--- src/rtl/kdda_pkg.sv ---
package kdda_pkg;

    localparam int MAX_KMER_LEN_DEF = 32;
    localparam int FRAC_BITS_DEF    = 16;

    localparam int LOG_FRAC   = 26;
    localparam int SQRT_STEPS = 32;
    localparam int DIV_STEPS  = 62;

    localparam logic [63:0] NORM_MAX      = 64'h3FFF_FFFF_FFFF_FFFF;
    localparam logic [31:0] INV_SQRT2_Q32 = 32'd3037000500;
    localparam logic [31:0] LN2_Q28       = 32'd186065279;

    localparam logic [63:0] FREQS_RESET   = 64'h4000_4000_4000_4000;
    localparam logic [5:0]  KMER_RESET    = 6'd21;
    localparam logic [31:0] SEQS_RESET    = 32'd1;
    localparam logic [39:0] TOTAL_RESET   = 40'd0;

    // Configuration register indexes
    localparam logic [2:0] REG_FREQS_FIRST  = 3'd0;
    localparam logic [2:0] REG_FREQS_SECOND = 3'd1;
    localparam logic [2:0] REG_KMER_LEN     = 3'd2;
    localparam logic [2:0] REG_SEQS_FIRST   = 3'd3;
    localparam logic [2:0] REG_SEQS_SECOND  = 3'd4;
    localparam logic [2:0] REG_TOTAL_FIRST  = 3'd5;
    localparam logic [2:0] REG_TOTAL_SECOND = 3'd6;

    // Log operand select
    localparam logic [1:0] LOG_SRC_CROSS  = 2'd0;
    localparam logic [1:0] LOG_SRC_FIRST  = 2'd1;
    localparam logic [1:0] LOG_SRC_SECOND = 2'd2;

    typedef enum logic [4:0] {
        OP_NOP, OP_PINIT, OP_PSTEP, OP_SPAN, OP_LEN, OP_ELO, OP_EHI, OP_MAG,
        OP_SLO, OP_SHI, OP_XLOAD, OP_XSHIFT, OP_XAA, OP_XBB, OP_XAB, OP_SQRT,
        OP_DIV, OP_XACC, OP_LGLOAD, OP_LGNORM, OP_LGY, OP_LGSQ, OP_LGACC, OP_FIN
    } op_t;

    typedef enum logic [4:0] {
        ST_IDLE, ST_DISPATCH, ST_PINIT, ST_PSTEP, ST_SPAN, ST_LEN, ST_ELO,
        ST_EHI, ST_MAG, ST_SLO, ST_SHI, ST_XLOAD, ST_XSHIFT, ST_XAA, ST_XBB,
        ST_XAB, ST_SQRT, ST_DIV, ST_XACC, ST_CHECK, ST_LGLOAD, ST_LGNORM,
        ST_LGY, ST_LGSQ, ST_LGACC, ST_FIN
    } state_t;

    typedef struct packed {
        op_t        op;
        logic       sel;
        logic [1:0] lsel;
        logic       in_ready;
    } cmd_t;

    typedef struct packed {
        logic       nz_first;
        logic       nz_second;
        logic       last;
        logic [5:0] k_eff;
        logic       x_shift;
        logic       x_zero;
        logic       lg_shift;
        logic       undef;
        logic       out_busy;
    } status_t;

endpackage

--- src/rtl/kdda_ctrl.sv ---
module kdda_ctrl (
    input  logic              clk,
    input  logic              rst_n,
    input  logic              in_valid,
    input  kdda_pkg::status_t status,
    output kdda_pkg::cmd_t    cmd
);

    kdda_pkg::state_t state_reg, state_next;
    logic [5:0]       cnt_reg, cnt_next;
    logic             sel_reg, sel_next;
    logic [1:0]       lsel_reg, lsel_next;

    always_ff @(posedge clk or negedge rst_n)
    begin
        if (!rst_n)
        begin
            state_reg <= kdda_pkg::ST_IDLE;
            cnt_reg   <= '0;
            sel_reg   <= 1'b0;
            lsel_reg  <= kdda_pkg::LOG_SRC_CROSS;
        end
        else
        begin
            state_reg <= state_next;
            cnt_reg   <= cnt_next;
            sel_reg   <= sel_next;
            lsel_reg  <= lsel_next;
        end
    end

    always_comb
    begin
        state_next   = state_reg;
        cnt_next     = cnt_reg;
        sel_next     = sel_reg;
        lsel_next    = lsel_reg;
        cmd.op       = kdda_pkg::OP_NOP;
        cmd.sel      = sel_reg;
        cmd.lsel     = lsel_reg;
        cmd.in_ready = 1'b0;
        case (state_reg)
            kdda_pkg::ST_IDLE:
            begin
                cmd.in_ready = 1'b1;
                if (in_valid)
                    state_next = kdda_pkg::ST_DISPATCH;
            end
            kdda_pkg::ST_DISPATCH:
            begin
                if (status.nz_first)
                begin
                    sel_next   = 1'b0;
                    state_next = kdda_pkg::ST_PINIT;
                end
                else if (status.nz_second)
                begin
                    sel_next   = 1'b1;
                    state_next = kdda_pkg::ST_PINIT;
                end
                else
                    state_next = kdda_pkg::ST_CHECK;
            end
            kdda_pkg::ST_PINIT:
            begin
                cmd.op     = kdda_pkg::OP_PINIT;
                cnt_next   = status.k_eff - 6'd1;
                state_next = kdda_pkg::ST_PSTEP;
            end
            kdda_pkg::ST_PSTEP:
            begin
                cmd.op = kdda_pkg::OP_PSTEP;
                if (cnt_reg == '0)
                    state_next = kdda_pkg::ST_SPAN;
                else
                    cnt_next = cnt_reg - 6'd1;
            end
            kdda_pkg::ST_SPAN:
            begin
                cmd.op     = kdda_pkg::OP_SPAN;
                state_next = kdda_pkg::ST_LEN;
            end
            kdda_pkg::ST_LEN:
            begin
                cmd.op     = kdda_pkg::OP_LEN;
                state_next = kdda_pkg::ST_ELO;
            end
            kdda_pkg::ST_ELO:
            begin
                cmd.op     = kdda_pkg::OP_ELO;
                state_next = kdda_pkg::ST_EHI;
            end
            kdda_pkg::ST_EHI:
            begin
                cmd.op     = kdda_pkg::OP_EHI;
                state_next = kdda_pkg::ST_MAG;
            end
            kdda_pkg::ST_MAG:
            begin
                cmd.op     = kdda_pkg::OP_MAG;
                state_next = kdda_pkg::ST_SLO;
            end
            kdda_pkg::ST_SLO:
            begin
                cmd.op     = kdda_pkg::OP_SLO;
                state_next = kdda_pkg::ST_SHI;
            end
            kdda_pkg::ST_SHI:
            begin
                cmd.op = kdda_pkg::OP_SHI;
                if (!sel_reg && status.nz_second)
                begin
                    sel_next   = 1'b1;
                    state_next = kdda_pkg::ST_PINIT;
                end
                else if (status.nz_first && status.nz_second)
                    state_next = kdda_pkg::ST_XLOAD;
                else
                    state_next = kdda_pkg::ST_CHECK;
            end
            kdda_pkg::ST_XLOAD:
            begin
                cmd.op     = kdda_pkg::OP_XLOAD;
                state_next = kdda_pkg::ST_XSHIFT;
            end
            kdda_pkg::ST_XSHIFT:
            begin
                // scale both magnitudes below 2^31 before squaring
                if (status.x_shift)
                    cmd.op = kdda_pkg::OP_XSHIFT;
                else if (status.x_zero)
                    state_next = kdda_pkg::ST_CHECK;
                else
                    state_next = kdda_pkg::ST_XAA;
            end
            kdda_pkg::ST_XAA:
            begin
                cmd.op     = kdda_pkg::OP_XAA;
                state_next = kdda_pkg::ST_XBB;
            end
            kdda_pkg::ST_XBB:
            begin
                cmd.op     = kdda_pkg::OP_XBB;
                state_next = kdda_pkg::ST_XAB;
            end
            kdda_pkg::ST_XAB:
            begin
                cmd.op     = kdda_pkg::OP_XAB;
                cnt_next   = 6'(kdda_pkg::SQRT_STEPS - 1);
                state_next = kdda_pkg::ST_SQRT;
            end
            kdda_pkg::ST_SQRT:
            begin
                cmd.op = kdda_pkg::OP_SQRT;
                if (cnt_reg == '0)
                begin
                    cnt_next   = 6'(kdda_pkg::DIV_STEPS - 1);
                    state_next = kdda_pkg::ST_DIV;
                end
                else
                    cnt_next = cnt_reg - 6'd1;
            end
            kdda_pkg::ST_DIV:
            begin
                cmd.op = kdda_pkg::OP_DIV;
                if (cnt_reg == '0)
                    state_next = kdda_pkg::ST_XACC;
                else
                    cnt_next = cnt_reg - 6'd1;
            end
            kdda_pkg::ST_XACC:
            begin
                cmd.op     = kdda_pkg::OP_XACC;
                state_next = kdda_pkg::ST_CHECK;
            end
            kdda_pkg::ST_CHECK:
            begin
                if (!status.last)
                    state_next = kdda_pkg::ST_IDLE;
                else if (status.undef)
                    state_next = kdda_pkg::ST_FIN;
                else
                begin
                    lsel_next  = kdda_pkg::LOG_SRC_CROSS;
                    state_next = kdda_pkg::ST_LGLOAD;
                end
            end
            kdda_pkg::ST_LGLOAD:
            begin
                cmd.op     = kdda_pkg::OP_LGLOAD;
                state_next = kdda_pkg::ST_LGNORM;
            end
            kdda_pkg::ST_LGNORM:
            begin
                if (status.lg_shift)
                    cmd.op = kdda_pkg::OP_LGNORM;
                else
                    state_next = kdda_pkg::ST_LGY;
            end
            kdda_pkg::ST_LGY:
            begin
                cmd.op     = kdda_pkg::OP_LGY;
                cnt_next   = 6'(kdda_pkg::LOG_FRAC - 1);
                state_next = kdda_pkg::ST_LGSQ;
            end
            kdda_pkg::ST_LGSQ:
            begin
                cmd.op = kdda_pkg::OP_LGSQ;
                if (cnt_reg == '0)
                    state_next = kdda_pkg::ST_LGACC;
                else
                    cnt_next = cnt_reg - 6'd1;
            end
            kdda_pkg::ST_LGACC:
            begin
                cmd.op = kdda_pkg::OP_LGACC;
                if (lsel_reg == kdda_pkg::LOG_SRC_SECOND)
                    state_next = kdda_pkg::ST_FIN;
                else
                begin
                    lsel_next  = lsel_reg + 2'd1;
                    state_next = kdda_pkg::ST_LGLOAD;
                end
            end
            kdda_pkg::ST_FIN:
            begin
                // hold until the output register is free
                if (!status.out_busy)
                begin
                    cmd.op     = kdda_pkg::OP_FIN;
                    state_next = kdda_pkg::ST_IDLE;
                end
            end
            default:
                state_next = kdda_pkg::ST_IDLE;
        endcase
    end

endmodule

--- config.mk ---
export PLATFORM = sky130hd
export DESIGN_NAME = kdda_ctrl
export DESIGN_NICKNAME = d
export VERILOG_FILES = /design/src/rtl/kdda_pkg.sv /design/src/rtl/kdda_ctrl.sv
export SDC_FILE = /design/constraint.sdc
export NUM_CORES = 1
export LEC_CHECK = 0
export BUFFER_PORTS_ARGS = -buffer_cell sky130_fd_sc_hd__buf_2
export CAP_MARGIN = 40
export CORE_AREA = 5 5 55 67
export CTS_BUF_LIST = sky130_fd_sc_hd__clkbuf_16
export CTS_CLUSTER_DIAMETER = 200
export DETAILED_ROUTE_END_ITERATION = 6
export DIE_AREA = 0 0 60 72
export PLACE_DENSITY = 0.76
export SETUP_SLACK_MARGIN = 0.2
export SLEW_MARGIN = 0
export SYNTH_ARGS = -nofsm -noshare
export SYNTH_HDL_FRONTEND = slang
export SYNTH_SLANG_ARGS = --single-unit
--- constraint.sdc ---
create_clock -name clk -period 4.3 [get_ports clk]
set_input_delay 0.86 -clock clk [delete_from_list [all_inputs] [get_ports clk]]
set_output_delay 0.86 -clock clk [all_outputs]
set_load 0.005 [all_outputs]
==> metrics <==
Post-Route WL 3900 µm; reg2reg start state_reg[0]$_DFFE_PN0P_; Fin. Hold Viols 0; DP HPWL 2796 µm; Synth Area in Compound Gates 26.78%; Top Ports 26; Sink Count 14; slew at the pin closest to its max-slew limit 0.8036 ns; worst endpoint required time 3.44 ns; main combinational cell family by area after synthesis simple AND/OR/NAND/NOR gates; Slew headroom 46.43%; # fillers 258; RSZ-0062 raised after global routing no; Pleak 0.7185 nW; Layout Skew 0.002436 ns; status finished, final reports clean; later-pin clock latency in the skew report 0.25 ns; flip-flop and latch count after synthesis 14; Most used DFF post-synth dfrtp_1; Largest register FFs 6; Gate Count Post-Synth 217; Syn Std Cell Area 1579 µm²; maximum root-to-sink buffer count 2; arrival time at the worst endpoint 2.10 ns; fin crit share 68.82%; die area 4320 µm²; std cell rows 22; CTS Hold Buffers Added 0; GRT Util Overall 18.87%; Syn Area/Cell 7.277 µm²; Synth Area in Simple Gates 33.99%; syn nets 237; reg2reg setup slack 1.70 ns; Pwr Density 793.9 nW/µm²; Int Power 717.1 µW; Max Cap Viol 0; Port Buffers 25; crit path kind reg -> out; Layout area overhead 10.38%; CTS tree done; worst min path class in -> async; ys async rst share 100.0%; min Tclk post-route 2.959 ns; setup violators final 0; Vias/cell 6.158; postcts setup bufs 0; startpoint types register; post-synthesis share of cell area spent on xor and xnor gates 3.328%; CP Capture Type output pin; critical-path maximum fanout 28; Synth Warn # 0; first-pass GRT wire length 6534 µm; drt drc 0; initial antenna violation count 0; Sequential Power Share 26.1%; Worst-path clk slew 0.05 ns; Net Sw Frac 48.17%; fmax 0.3379 GHz; reg2reg end cnt_reg[1]$_DFFE_PN0P_; Resized cells post-CTS 0; gpl congestion 0.8469; 1st-iter DRT viols 111; total power 1.384 mW; vias in the first global route 1,488; VDD IR max 0.5034 mV; total CTS buffers 3; combinational power share 60.5%; layout cell share with drive strength beyond 1 16.59%; synth unique cells 56; antenna violation net count after detailed routing 0; R2R cell count 4; via count 1,632; Die Span X 60 µm; sequential share of the synthesized area 22.19%; root buf cell clkbuf_16; largest net degree at the start of global routing 39; Antenna Cells 0; EDFF count, synth 0; die height 72 µm; clock network power share 13.4%; Final Slew Violations 0; Max H-tree Level 1; core area 2973 µm²; adder-cell area share of the yosys netlist 2.377%; first-pass iteration count of the detailed router 4; Final Net Count 250; total congestion overflow 0; WL/cell 14.72 µm; mux share of post-synthesis cell area 3.566%; Initial Util 53.11%; Sw Pwr 666.6 µW; setup tns final 0 ns
per-layer routing:
metal / track usage, % / part of all wire [%] / up-vias
met1: 24.34 / 44 / 763
met4: 4.680 / 0.69 / 0
met5: 0 / 0 / -
met2: 32.57 / 51 / 46
li1: - / - / 819
met3: 2.491 / 4.4 / 4
critical path: stages (launching register included):
cell	delay (ns)
dfrtp_1	0.84
nor2b_1	0.53
nand2_1	0.10
a2bb2oi_1	0.18
nand2_1	0.09
buf_2	0.11
metrics by stage:
| stage | cells | instance area [µm²] | worst slack [ns] | hold WS [ns] | utilization, % |
|---|---|---|---|---|---|
| 2_1_floorplan | 217 | 1579 | 2.013 | 0.5189 | - |
| 3_3_place_gp | 261 | 1664 | 1.647 | 0.5430 | 55.98 |
| 3_5_place_dp | 261 | 1664 | 1.638 | 0.5431 | 55.98 |
| 4_1_cts | 265 | 1743 | 1.362 | 0.5190 | 58.63 |
| 5_1_grt | 265 | 1743 | 1.167 | 0.5362 | 58.63 |
| 6_report | 265 | 1743 | 1.341 | 0.5073 | 58.63 |
cells in the final DEF, fill, tap and decap left out, types with 4 or more instances in the layout:
master	n
nand2b_1	14
dfrtp_1	14
a31oi_1	4
nor2_1	19
nand3_1	6
buf_2	25
o21ai_0	12
xor2_1	4
o22ai_1	4
nand2_1	20
nor3b_1	4
nor3_1	13
nand3b_1	5
inv_1	8
a21oi_1	17
cells in the mapped netlist, types with 5 or more instances:
library cell	count	area share (%)
a21oi_1	17	5.4
buf_2	5	1.6
clkbuf_1	9	2.1
dfrtp_1	14	22
inv_1	8	1.9
nand2_1	20	4.8
nand2b_1	14	5.5
nand3_1	6	1.9
nand3b_1	5	2.4
nor2_1	19	4.5
nor3_1	13	4.1
o21ai_0	12	3.8
power by group through the flow:
stage                     Sequential, mW  Clock, mW  Combinational, mW
after detailed placement           0.361          0              0.827
after CTS                          0.358      0.186              0.834
after global routing               0.380      0.191              0.947
final                              0.361      0.185              0.838
after floorplan                    0.249          0              0.787
after global placement             0.358          0              0.825
cells by family (layout without fill, tap and decap cells):
logic type | count (synthesis) | count (layout)
flip-flops | 14 | 14
XOR/XNOR | 6 | 6
multiplexers | 5 | 5
adder cells (fa/ha/maj) | 3 | 3
AND/OR/NAND/NOR | 100 | 100
AO/OA/AOI/OAI | 63 | 63
buffers and inverters | 26 | 38
worst max-delay path by stage:
stage / depth (start not counted) / startpoint / endpoint
after global placement: 5 / state_reg[0]$_DFFE_PN0P_ / cmd[8]
after global routing: 5 / state_reg[0]$_DFFE_PN0P_ / cmd[8]
after detailed placement: 5 / state_reg[0]$_DFFE_PN0P_ / cmd[4]
after CTS: 5 / state_reg[0]$_DFFE_PN0P_ / cmd[8]
after floorplan: 7 / state_reg[3]$_DFFE_PN0P_ / cmd[4]
final: 5 / state_reg[0]$_DFFE_PN0P_ / cmd[8]
area by class of cell:
cell class                 count  area (µm²)  share of cell area, %
clock buffer                   3       75.07                  4.307
clock inverter                 1       3.754                 0.2154
inverter                       8       30.03                  1.723
multi-input combinational    177        1106                  63.46
sequential                    14       350.3                  20.10
tap                           36       45.04                  2.584
timing repair buffer          26       132.6                  7.609
Note: power is estimated with default switching activity, not from simulation.
